File: config.mk
export PLATFORM = sky130hd
export DESIGN_NAME = bounded_integer_deque
export DESIGN_NICKNAME = d
export VERILOG_FILES = /design/src/hdl/bid_pkg.sv /design/src/hdl/bounded_integer_deque.sv
export SDC_FILE = /design/constraint.sdc
export NUM_CORES = 2
export LEC_CHECK = 0
export BUFFER_PORTS_ARGS = -buffer_cell sky130_fd_sc_hd__buf_2
export CORE_ASPECT_RATIO = 1.2
export CORE_MARGIN = 2
export CORE_UTILIZATION = 25
export CTS_BUF_LIST = sky130_fd_sc_hd__clkbuf_8 sky130_fd_sc_hd__clkbuf_16
export CTS_CLUSTER_SIZE = 10
export DETAILED_ROUTE_END_ITERATION = 10
export GPL_TIMING_DRIVEN = 0
export PLACE_DENSITY_LB_ADDON = 0.25
export REMOVE_ABC_BUFFERS = 1
export SLEW_MARGIN = 20
export SYNTH_ARGS = -nofsm -noshare
export SYNTH_HDL_FRONTEND = slang
export SYNTH_SLANG_ARGS = --single-unit
File: constraint.sdc
create_clock -name clk -period 9.3 [get_ports clk]
set_input_delay 1.86 -clock clk [delete_from_list [all_inputs] [get_ports clk]]
set_output_delay 1.86 -clock clk [all_outputs]
set_load 0.01 [all_outputs]
File: src/hdl/bid_pkg.sv
// Shared types and codes for the bounded integer deque.
// Holds operation codes, status codes and fixed field widths; depends on nothing.
package bid_pkg;

	localparam int unsigned ValueW  = 32;
	localparam int unsigned OpW     = 3;
	localparam int unsigned StatusW = 2;

	typedef logic [OpW-1:0]     opcode_t;
	typedef logic [StatusW-1:0] status_t;
	typedef logic [ValueW-1:0]  value_t;

	localparam opcode_t OP_PUSH_HEAD = 3'd0;
	localparam opcode_t OP_PUSH_TAIL = 3'd1;
	localparam opcode_t OP_POP_HEAD  = 3'd2;
	localparam opcode_t OP_POP_TAIL  = 3'd3;
	localparam opcode_t OP_ROTATE    = 3'd4;
	localparam opcode_t OP_CLEAR     = 3'd5;

	localparam status_t ST_OK    = 2'd0;
	localparam status_t ST_EMPTY = 2'd1;
	localparam status_t ST_FULL  = 2'd2;

endpackage

File: src/hdl/bounded_integer_deque.sv
// Top level of the bounded integer deque: ring store, pointer logic and stream ports.
// Depends on bid_pkg for operation codes, status codes and widths.
//
// Usage: each input item on the s_axis channel carries one operation. The opcode
// travels in s_axis_tuser and the value to push in s_axis_tdata. Every item gives
// exactly one result item on m_axis: status, popped value and the entry count after
// the operation. Operations are push head, push tail, pop head, pop tail, rotate
// (head entry moves to the tail) and clear.
// An accepted item passes through the stage register into the output register, where
// the receiver takes it. One item is accepted in every cycle while the result side
// keeps up. Head and count are updated at the acceptance edge; the store read is
// issued there too, and the store write (push or rotate) is done from the stage
// register when the stage moves on, with a bypass so that a read right behind a
// pending write sees the new value.
// Reset clears head, count and all valid flags; the store itself is not cleared and
// needs no clearing pass, since only written entries are ever read.
// When the receiver stalls, the output register holds its result and the stage
// register can still take one more item; after that s_axis_tready drops until the
// output register drains. Nothing is lost or repeated under any stall pattern.
module bounded_integer_deque #(
	parameter int unsigned DEPTH = 64
) (
	input  logic clk,
	input  logic arst_n,

	input  logic        s_axis_tvalid,
	output logic        s_axis_tready,
	// push_value [31:0]
	input  logic [31:0] s_axis_tdata,
	// opcode [2:0]
	input  logic [2:0]  s_axis_tuser,

	output logic                                         m_axis_tvalid,
	input  logic                                         m_axis_tready,
	// status [1:0], popped_value [33:2], entry_count [33+CW:34], zero padding above
	output logic [((2+32+$clog2(DEPTH+1)+7)/8)*8-1:0]   m_axis_tdata
);

	localparam int unsigned PW    = (DEPTH > 1) ? $clog2(DEPTH) : 1;
	localparam int unsigned CW    = $clog2(DEPTH+1);
	localparam int unsigned SW    = PW + 1;
	localparam int unsigned OUT_W = bid_pkg::StatusW + bid_pkg::ValueW + CW;
	localparam int unsigned PAD_W = ((OUT_W + 7) / 8) * 8;

	// Ring store.
	bid_pkg::value_t mem [DEPTH];

	// Architectural pointer state.
	logic [PW-1:0] head_q;
	logic [CW-1:0] count_q;

	// Stage one registers.
	logic              valid_s1;
	logic              we_s1;
	logic              push_s1;
	logic              pop_s1;
	logic [PW-1:0]     wa_s1;
	bid_pkg::value_t   value_s1;
	bid_pkg::value_t   mem_rd_s1;
	logic              fwd_s1;
	bid_pkg::value_t   fwd_data_s1;
	bid_pkg::status_t  status_s1;
	logic [CW-1:0]     count_s1;

	// Output register.
	logic              out_valid_q;
	bid_pkg::status_t  out_status_q;
	bid_pkg::value_t   out_popped_q;
	logic [CW-1:0]     out_count_q;

	// Decode and pointer arithmetic.
	logic              accept;
	logic              s1_move;
	bid_pkg::opcode_t  op;
	logic              is_empty;
	logic              is_full;
	logic [SW-1:0]     sum_next;
	logic [SW-1:0]     sum_last;
	logic [PW-1:0]     tail_next;
	logic [PW-1:0]     tail_last;
	logic [PW-1:0]     head_inc;
	logic [PW-1:0]     head_dec;
	logic [PW-1:0]     rd_addr;
	logic [PW-1:0]     wr_addr;
	logic              wr_en;
	logic              pop_ok;
	logic [PW-1:0]     head_nx;
	logic [CW-1:0]     count_nx;
	bid_pkg::status_t  status_nx;
	bid_pkg::value_t   rd_sel_s1;
	bid_pkg::value_t   wdata_s1;

	assign s1_move       = !out_valid_q || m_axis_tready;
	assign s_axis_tready = !valid_s1 || s1_move;
	assign accept        = s_axis_tvalid && s_axis_tready;
	assign op            = s_axis_tuser;

	assign is_empty = (count_q == '0);
	assign is_full  = (count_q >= CW'(DEPTH));

	// Slot after the tail and the tail slot itself, each wrapped once.
	always_comb begin
		sum_next = SW'(head_q) + SW'(count_q);
		sum_last = sum_next - SW'(1);
		tail_next = (sum_next >= SW'(DEPTH)) ? PW'(sum_next - SW'(DEPTH)) : PW'(sum_next);
		tail_last = (sum_last >= SW'(DEPTH)) ? PW'(sum_last - SW'(DEPTH)) : PW'(sum_last);
		head_inc  = (head_q == PW'(DEPTH-1)) ? '0 : head_q + PW'(1);
		head_dec  = (head_q == '0) ? PW'(DEPTH-1) : head_q - PW'(1);
	end

	always_comb begin
		head_nx   = head_q;
		count_nx  = count_q;
		status_nx = bid_pkg::ST_OK;
		rd_addr   = head_q;
		wr_addr   = tail_next;
		wr_en     = 1'b0;
		pop_ok    = 1'b0;
		case (op)
			bid_pkg::OP_PUSH_HEAD: begin
				wr_addr = head_dec;
				if (is_full) begin
					status_nx = bid_pkg::ST_FULL;
				end else begin
					wr_en    = 1'b1;
					head_nx  = head_dec;
					count_nx = count_q + CW'(1);
				end
			end
			bid_pkg::OP_PUSH_TAIL: begin
				if (is_full) begin
					status_nx = bid_pkg::ST_FULL;
				end else begin
					wr_en    = 1'b1;
					count_nx = count_q + CW'(1);
				end
			end
			bid_pkg::OP_POP_HEAD: begin
				if (is_empty) begin
					status_nx = bid_pkg::ST_EMPTY;
				end else begin
					pop_ok   = 1'b1;
					head_nx  = head_inc;
					count_nx = count_q - CW'(1);
				end
			end
			bid_pkg::OP_POP_TAIL: begin
				rd_addr = tail_last;
				if (is_empty) begin
					status_nx = bid_pkg::ST_EMPTY;
				end else begin
					pop_ok   = 1'b1;
					count_nx = count_q - CW'(1);
				end
			end
			bid_pkg::OP_ROTATE: begin
				// On a full queue the slot after the tail is the head slot itself.
				if (is_empty) begin
					status_nx = bid_pkg::ST_EMPTY;
				end else begin
					wr_en   = 1'b1;
					head_nx = head_inc;
				end
			end
			bid_pkg::OP_CLEAR: begin
				head_nx  = '0;
				count_nx = '0;
			end
			default: begin
			end
		endcase
	end

	// A rotate moves the value it read; a push writes its own value.
	assign rd_sel_s1 = fwd_s1 ? fwd_data_s1 : mem_rd_s1;
	assign wdata_s1  = push_s1 ? value_s1 : rd_sel_s1;

	always_ff @(posedge clk or negedge arst_n) begin
		if (!arst_n) begin
			head_q      <= '0;
			count_q     <= '0;
			valid_s1    <= 1'b0;
			out_valid_q <= 1'b0;
		end else begin
			if (accept) begin
				head_q  <= head_nx;
				count_q <= count_nx;
			end
			if (accept) begin
				valid_s1 <= 1'b1;
			end else if (s1_move) begin
				valid_s1 <= 1'b0;
			end
			if (s1_move) begin
				out_valid_q <= valid_s1;
			end
		end
	end

	// Stage one payload and the bypass of the write still pending in stage one.
	always_ff @(posedge clk) begin
		if (accept) begin
			we_s1       <= wr_en;
			push_s1     <= (op == bid_pkg::OP_PUSH_HEAD) || (op == bid_pkg::OP_PUSH_TAIL);
			pop_s1      <= pop_ok;
			wa_s1       <= wr_addr;
			value_s1    <= s_axis_tdata;
			status_s1   <= status_nx;
			count_s1    <= count_nx;
			fwd_s1      <= valid_s1 && we_s1 && (wa_s1 == rd_addr);
			fwd_data_s1 <= wdata_s1;
		end
	end

	always_ff @(posedge clk) begin
		if (accept) begin
			mem_rd_s1 <= mem[rd_addr];
		end
		if (valid_s1 && s1_move && we_s1) begin
			mem[wa_s1] <= wdata_s1;
		end
	end

	always_ff @(posedge clk) begin
		if (s1_move && valid_s1) begin
			out_status_q <= status_s1;
			out_popped_q <= pop_s1 ? rd_sel_s1 : '0;
			out_count_q  <= count_s1;
		end
	end

	assign m_axis_tvalid = out_valid_q;
	assign m_axis_tdata  = PAD_W'({out_count_q, out_popped_q, out_status_q});

	// The count never leaves the ring's capacity.
	a_count_bound: assert property (@(posedge clk) disable iff (!arst_n)
		count_q <= CW'(DEPTH))
		else $error("entry count exceeds depth");

	// A full report always comes with a full queue.
	a_full_count: assert property (@(posedge clk) disable iff (!arst_n)
		out_valid_q && (out_status_q == bid_pkg::ST_FULL) |-> out_count_q == CW'(DEPTH))
		else $error("full status with a count below depth");

	// An empty report always comes with an empty queue.
	a_empty_count: assert property (@(posedge clk) disable iff (!arst_n)
		out_valid_q && (out_status_q == bid_pkg::ST_EMPTY) |-> out_count_q == '0)
		else $error("empty status with a nonzero count");

	// A nonzero popped value only follows a successful operation.
	a_popped_ok: assert property (@(posedge clk) disable iff (!arst_n)
		out_valid_q && (out_popped_q != '0) |-> out_status_q == bid_pkg::ST_OK)
		else $error("popped value on a failed operation");

	// Clear returns head and count to zero.
	a_clear: assert property (@(posedge clk) disable iff (!arst_n)
		accept && (op == bid_pkg::OP_CLEAR) |=> (count_q == '0) && (head_q == '0))
		else $error("clear left entries behind");

endmodule

======== Word level (Yosys, flattened, before mapping) ========
Memory sizes are Yosys's and may differ from the RTL's. A register that Yosys moved wholly into a read port is not among the register bits.
Index checks and enable logic that the tools add are counted.
operators by class
  order comparisons ....................... 3
  add/sub/neg operators ................... 8
  equality and inequality tests ........... 9
  reduce and logical (&&, ||, !) cells .... 20
  muxes and demuxes ....................... 24
operators by type and width
  kind                 count
  $mux 32              2
  $mux 6               8
  $ge 7x7->1 const B   3
  $pmux 7 s3           1
  $pmux 6 s3           1
  $sub 6x1->6 const B  3
  $mux 7               2
  $sub 7x1->7 const B  2
  $add 6x7->7          1
  $add 7x1->7 const B  1
  $logic_not 7->1      1
  $mux 1               7
  $add 6x1->6 const B  1
  $eq 3x2->1 const B   2
  $eq 3x3->1 const B   2
  $eq 6x6->1           1
  $eq 6x6->1 const B   1
  $logic_not 6->1      1
  $reduce_or 2->1      3
  $logic_and 1x1->1    5
  $ne 2x2->1 const B   2
  $pmux 2 s2           1
  $reduce_and 4->1     1
  $eq 3x1->1 const B   1
  other kinds (8)      11
storage, ports and cells
  output and inout port bits .............. 50
  bits in writable memories ............... 2048
  word-level logic and storage cells ...... 81
  memories kept ........................... 1
  bits in registers ....................... 139
  input port bits ......................... 39
memories
  name  depth  width  rd ports  clocked after memory_dff  write ports  line                         RTL
  mem   64     32     1         1                         1            bounded_integer_deque.sv:46  bid_pkg::value_t mem [DEPTH];

======== Depth between registers and ports, before layout ========
  depth after elaboration ................. 7
  mapped depth ............................ 15
  depth with buffers taken out ............ 12

======== Worst setup path after synthesis ========
OpenSTA, ideal clock, no wires.
  path kind ............................... input to register
  from .................................... input port m_axis_tready
  to ...................................... memory mem[31][0] (netlist name) (enable)
  cell stages on the path ................. 5
  arrival ................................. 3.887 ns
  setup time .............................. 0.421 ns
  buffers on the path ..................... 0
  required time ........................... 8.879 ns
  slack ................................... 4.992 ns
  cell sequence ........................... nand2b_1 > nand3_1 > nor2_1 > nand3_1 > nor2_1
between the ends
  cells in the longest elaborated chain, start to end .. 5
ends and longest elaborated chain
  item                            line                          RTL
  start: declaration              bounded_integer_deque.sv:34   input logic m_axis_tready,
  $logic_or 1x1->1                bounded_integer_deque.sv:93   assign s1_move = !out_valid_q || m_axis_tready;
  $logic_and 1x1->1 (2 in a row)  bounded_integer_deque.sv:219  if (valid_s1 && s1_move && we_s1) begin
  $mux 1                          bounded_integer_deque.sv:219
  $mux 1 (implied by the code)    bounded_integer_deque.sv:220  mem[wa_s1] <= wdata_s1;
  end: declaration                bounded_integer_deque.sv:46
Every way passes these cells.

======== Worst setup path after layout ========
  from .................................... input port s_axis_tuser[1]
  to ...................................... register mem_rd_s1[26], read port of mem (data pin)
between the ends
  cells in the longest elaborated chain, start to end .. 2
ends and longest elaborated chain
  item                line                          RTL
  start: declaration  bounded_integer_deque.sv:31   input logic [2:0] s_axis_tuser,
  $eq 3x2->1          bounded_integer_deque.sv:119  case (op)
  $mux 6              bounded_integer_deque.sv:119
  end: declaration    bounded_integer_deque.sv:59   bid_pkg::value_t mem_rd_s1;
Every way passes these cells.
A chain may end at the register's enable or synchronous reset.

==> impl_metrics.toml <==
[layout]
layout-drive-gt1-share_pct = 12.56
syn_to_final_growth_pct = 21.19
final_cell_area_sq_um = 106700
fill_cells = 34390
multiInputGateArea_sq_um = 20010
stdcell_count = 11010
final_net_count = 6344
regArea_sq_um = 66560

[clock_tree]
post_cts_buffers = 0
cts.repair.resized = 0
clock_latency_ps = 900
path_clk_slew_ps = 60
hold_buffers = 0
numCtsBuffers = 249
clockRootBuffer = "clkbuf_16"
cts_tree = "done"
cts-htree-levels = 4
cts_max_path_buffers = 4
clock-sinks = 2219

[worst_setup_path]
start_kind = "input port"
reg2reg_depth = 15
crit_slowest_cell = "and3b_1"
worstPathArrival_ps = 6910
r2r_end = "mem_rd_s1[26]"
critPathMaxFanout = 59
reg2reg_slack_ps = 4040
cp_cell_sequence = "buf_2 -> and3b_1 -> o21a_4 -> buf_16 -> buf_12 -> buf_12 -> buf_12 -> buf_16 -> buf_16 -> a21oi_1 -> a221oi_1 -> nor2_1 -> mux2i_1 -> mux2i_1 -> mux2i_1"
crit_type = "input port to flop"
cpPeakStageDelay_ps = 870
cp.required_ps = 10000
end_kind = "flop"
r2r_start = "head_q[0]"

[pwr]
powerDensity_nw_per_um2 = 339.7
irDropWorstVdd_mv = 0.2751
total_power_mw = 36.23
leakage_nw = 35.58

[yosys]
synth_xor_area_share_pct = 0.2289
syn_inst = 6109
synth_seq_area_share_pct = 75.63
synth_top_family_by_area = "compound AO/OA/AOI/OAI gates"
async_flop_share_pct = 0.6760
synth_compound_area_share_pct = 11.33
synth_mux_area_share_pct = 3.580
ys_seq_elements = 2219
syn_area_sq_um = 88010
synth_area_leader_cell = "edfxtp_1"
synth.top_cell.area_share_pct = 75.20
avgSynthCellArea_sq_um = 14.41
synth-edff-count = 2204
synthAdderAreaFrac_pct = 0.1649
synth_simple_gate_area_share_pct = 6.619
synth_cell_types = 61
synth_flop_cell = "edfxtp_1"
synth_area_leaders = "edfxtp_1 (75%), a21oi_1 (5.8%), a221oi_1 (5.0%)"
ys_warn_count = 0

[run]
drv_cap = 0

[global_route]
grt_pass1_vias = 53050
track_usage_pct = 14.58
grt_max_degree = 80
grt_pass1_wl_um = 384500
antenna_found_initial = 13
overflow = 0

[min_path]
hp-start = "count_s1[5]"
hold_class = "flop to flop"
whs_path_depth = 0
holdPathEnd = "out_count_q[5]"

[die]
io_pins = 89
start_util_pct = 25.13
rows = 238
design.core.area_sq_um = 350200
die_y_um = 654.0
die_w_um = 545.6
die_area_sq_um = 356800

[timing]
relSlewSlack_pct = 33.58
finalSetupViolCount = 0
worst_pin_slew_ps = 996.3
holdWs_ps = 421.5
min_period_ps = 6216
final_hold_viol_count = 0
maxSlewViolCount = 0
fmax_mhz = 160.9
finClkSkew_ps = 81.62
rsz0062_at_grt = "false"
fin_crit_sh_pct = 66.84

[placed_design]
portBuffers = 81
placed_cells = 10720
place.gp.congestion = 0.7204
place_hpwl_um = 166200
dpl_cell_area_sq_um = 100100

[routing]
finalWirelength_um = 268500
drt-pass1-iter-count = 6
antenna_left = 0
viasPerCell = 4.847
wl_per_cell_um = 24.38
drc = 0
drt_iter0_drc = 5016
vias = 53370

[run_status]
status = "finished, final reports clean"
-- through the flow --
step | utilization, % | TNS, ps | setup WS (ps)
6_report | 30.46 | 0 | 3084
3_5_place_dp | 28.58 | 0 | 2159
3_3_place_gp | 26.33 | -1301550 | -40700
2_1_floorplan | - | -425100 | -13350
4_1_cts | 30.43 | 0 | 3093
5_1_grt | 30.45 | 0 | 2775
-- routing by layer --
layer	GRT usage [%]	wire (um)	vias to the layer above	part of all wire, %
li1	-	-	23650	-
met1	18.22	110200	27790	41
met2	25.86	137100	1528	51
met5	0	0	-	0
met4	5.274	9219	0	3.4
met3	1.634	11980	404	4.5
-- registers in the layout, indices dropped and copies added, names as in the netlist --
signal         cells
count_q            7
count_s1           7
fwd_data_s1       32
fwd_s1             1
head_q             6
m_axis_tvalid      1
mem             2048
mem_rd_s1         32
out_count_q        7
out_popped_q      32
out_status_q       2
pop_s1             1
push_s1            1
status_s1          2
valid_s1           1
value_s1          32
wa_s1              6
we_s1              1
-- cells in the final DEF (no fill, tap or decap), types with 9 or more instances in the layout --
master	count
mux2i_1	229
buf_16	187
mux2_2	39
and2_1	32
nor3_1	9
o21ai_0	18
nor2_4	64
nand2b_1	11
diode_2	9
a221oi_1	498
buf_8	33
mux2_4	31
inv_1	36
ha_1	10
a21oi_1	1026
xnor2_1	10
a22oi_1	11
buf_2	81
edfxtp_1	2204
clkbuf_16	253
dfrtp_1	15
nand3_1	14
buf_12	81
nand2_1	1060
nor2_1	277
-- cells in the mapped netlist, types with 9 or more instances --
| library cell | instances |
|---|---|
| a22oi_1 | 11 |
| buf_1 | 30 |
| nand2_1 | 1060 |
| dfrtp_1 | 15 |
| nand3_1 | 14 |
| mux2i_1 | 232 |
| edfxtp_1 | 2204 |
| and2_1 | 33 |
| nor2_1 | 341 |
| buf_4 | 32 |
| clkbuf_1 | 222 |
| nand2b_1 | 11 |
| o21ai_0 | 19 |
| buf_2 | 165 |
| ha_1 | 10 |
| xnor2_1 | 10 |
| a221oi_1 | 498 |
| mux2_2 | 71 |
| inv_1 | 14 |
| nor3_1 | 9 |
| a21oi_1 | 1026 |
-- critical path: cells and delay by family --
| kind | cells | cell delay, ps |
|---|---|---|
| muxes | 3 | 890 |
| buffers and inverters | 7 | 1900 |
| AOI/OAI and AO/OA | 3 | 1080 |
| and+or+nand+nor | 2 | 980 |
-- cell families (layout without fill, tap and decap cells) --
kind of cell / after synthesis / after routing
AND/OR/NAND/NOR: 1493 / 1493
adder cells (fa/ha/maj): 11 / 11
XOR/XNOR: 19 / 19
buffers and inverters: 470 / 678
other: 1 / 16
flip-flops: 2219 / 2219
multiplexers: 305 / 305
AO/OA/AOI/OAI: 1591 / 1591
-- final cells by class --
type | instances | share of cell area [%]
clock buffers | 253 | 5.936
multi-input cells | 3426 | 18.76
well taps | 4680 | 5.490
flip-flops and latches | 2219 | 62.41
diodes | 9 | 0.02112
repair buffers | 383 | 7.202
inverters | 15 | 0.05983
clock inverters | 27 | 0.1244
-- worst max path at each step --
stage	startpoint	end	slack, ps
2_1_floorplan	s_axis_tuser[2]	mem_rd_s1[30]	-13350
3_3_place_gp	s_axis_tuser[1]	mem_rd_s1[15]	-40700
3_5_place_dp	s_axis_tuser[1]	mem_rd_s1[22]	2160
5_1_grt	s_axis_tuser[1]	mem_rd_s1[26]	2770
6_report	s_axis_tuser[1]	mem_rd_s1[26]	3080
4_1_cts	s_axis_tuser[1]	mem_rd_s1[22]	3090
-- report_power, final --
part	switching [mW]	internal [mW]	leakage, nW	total (mW)
registers	0.178	12.2	20.1	12.4
clock network	3.69	4.74	3.26	8.42
logic	9.80	5.65	12.2	15.5
Note: power is estimated with default switching activity, not from simulation.
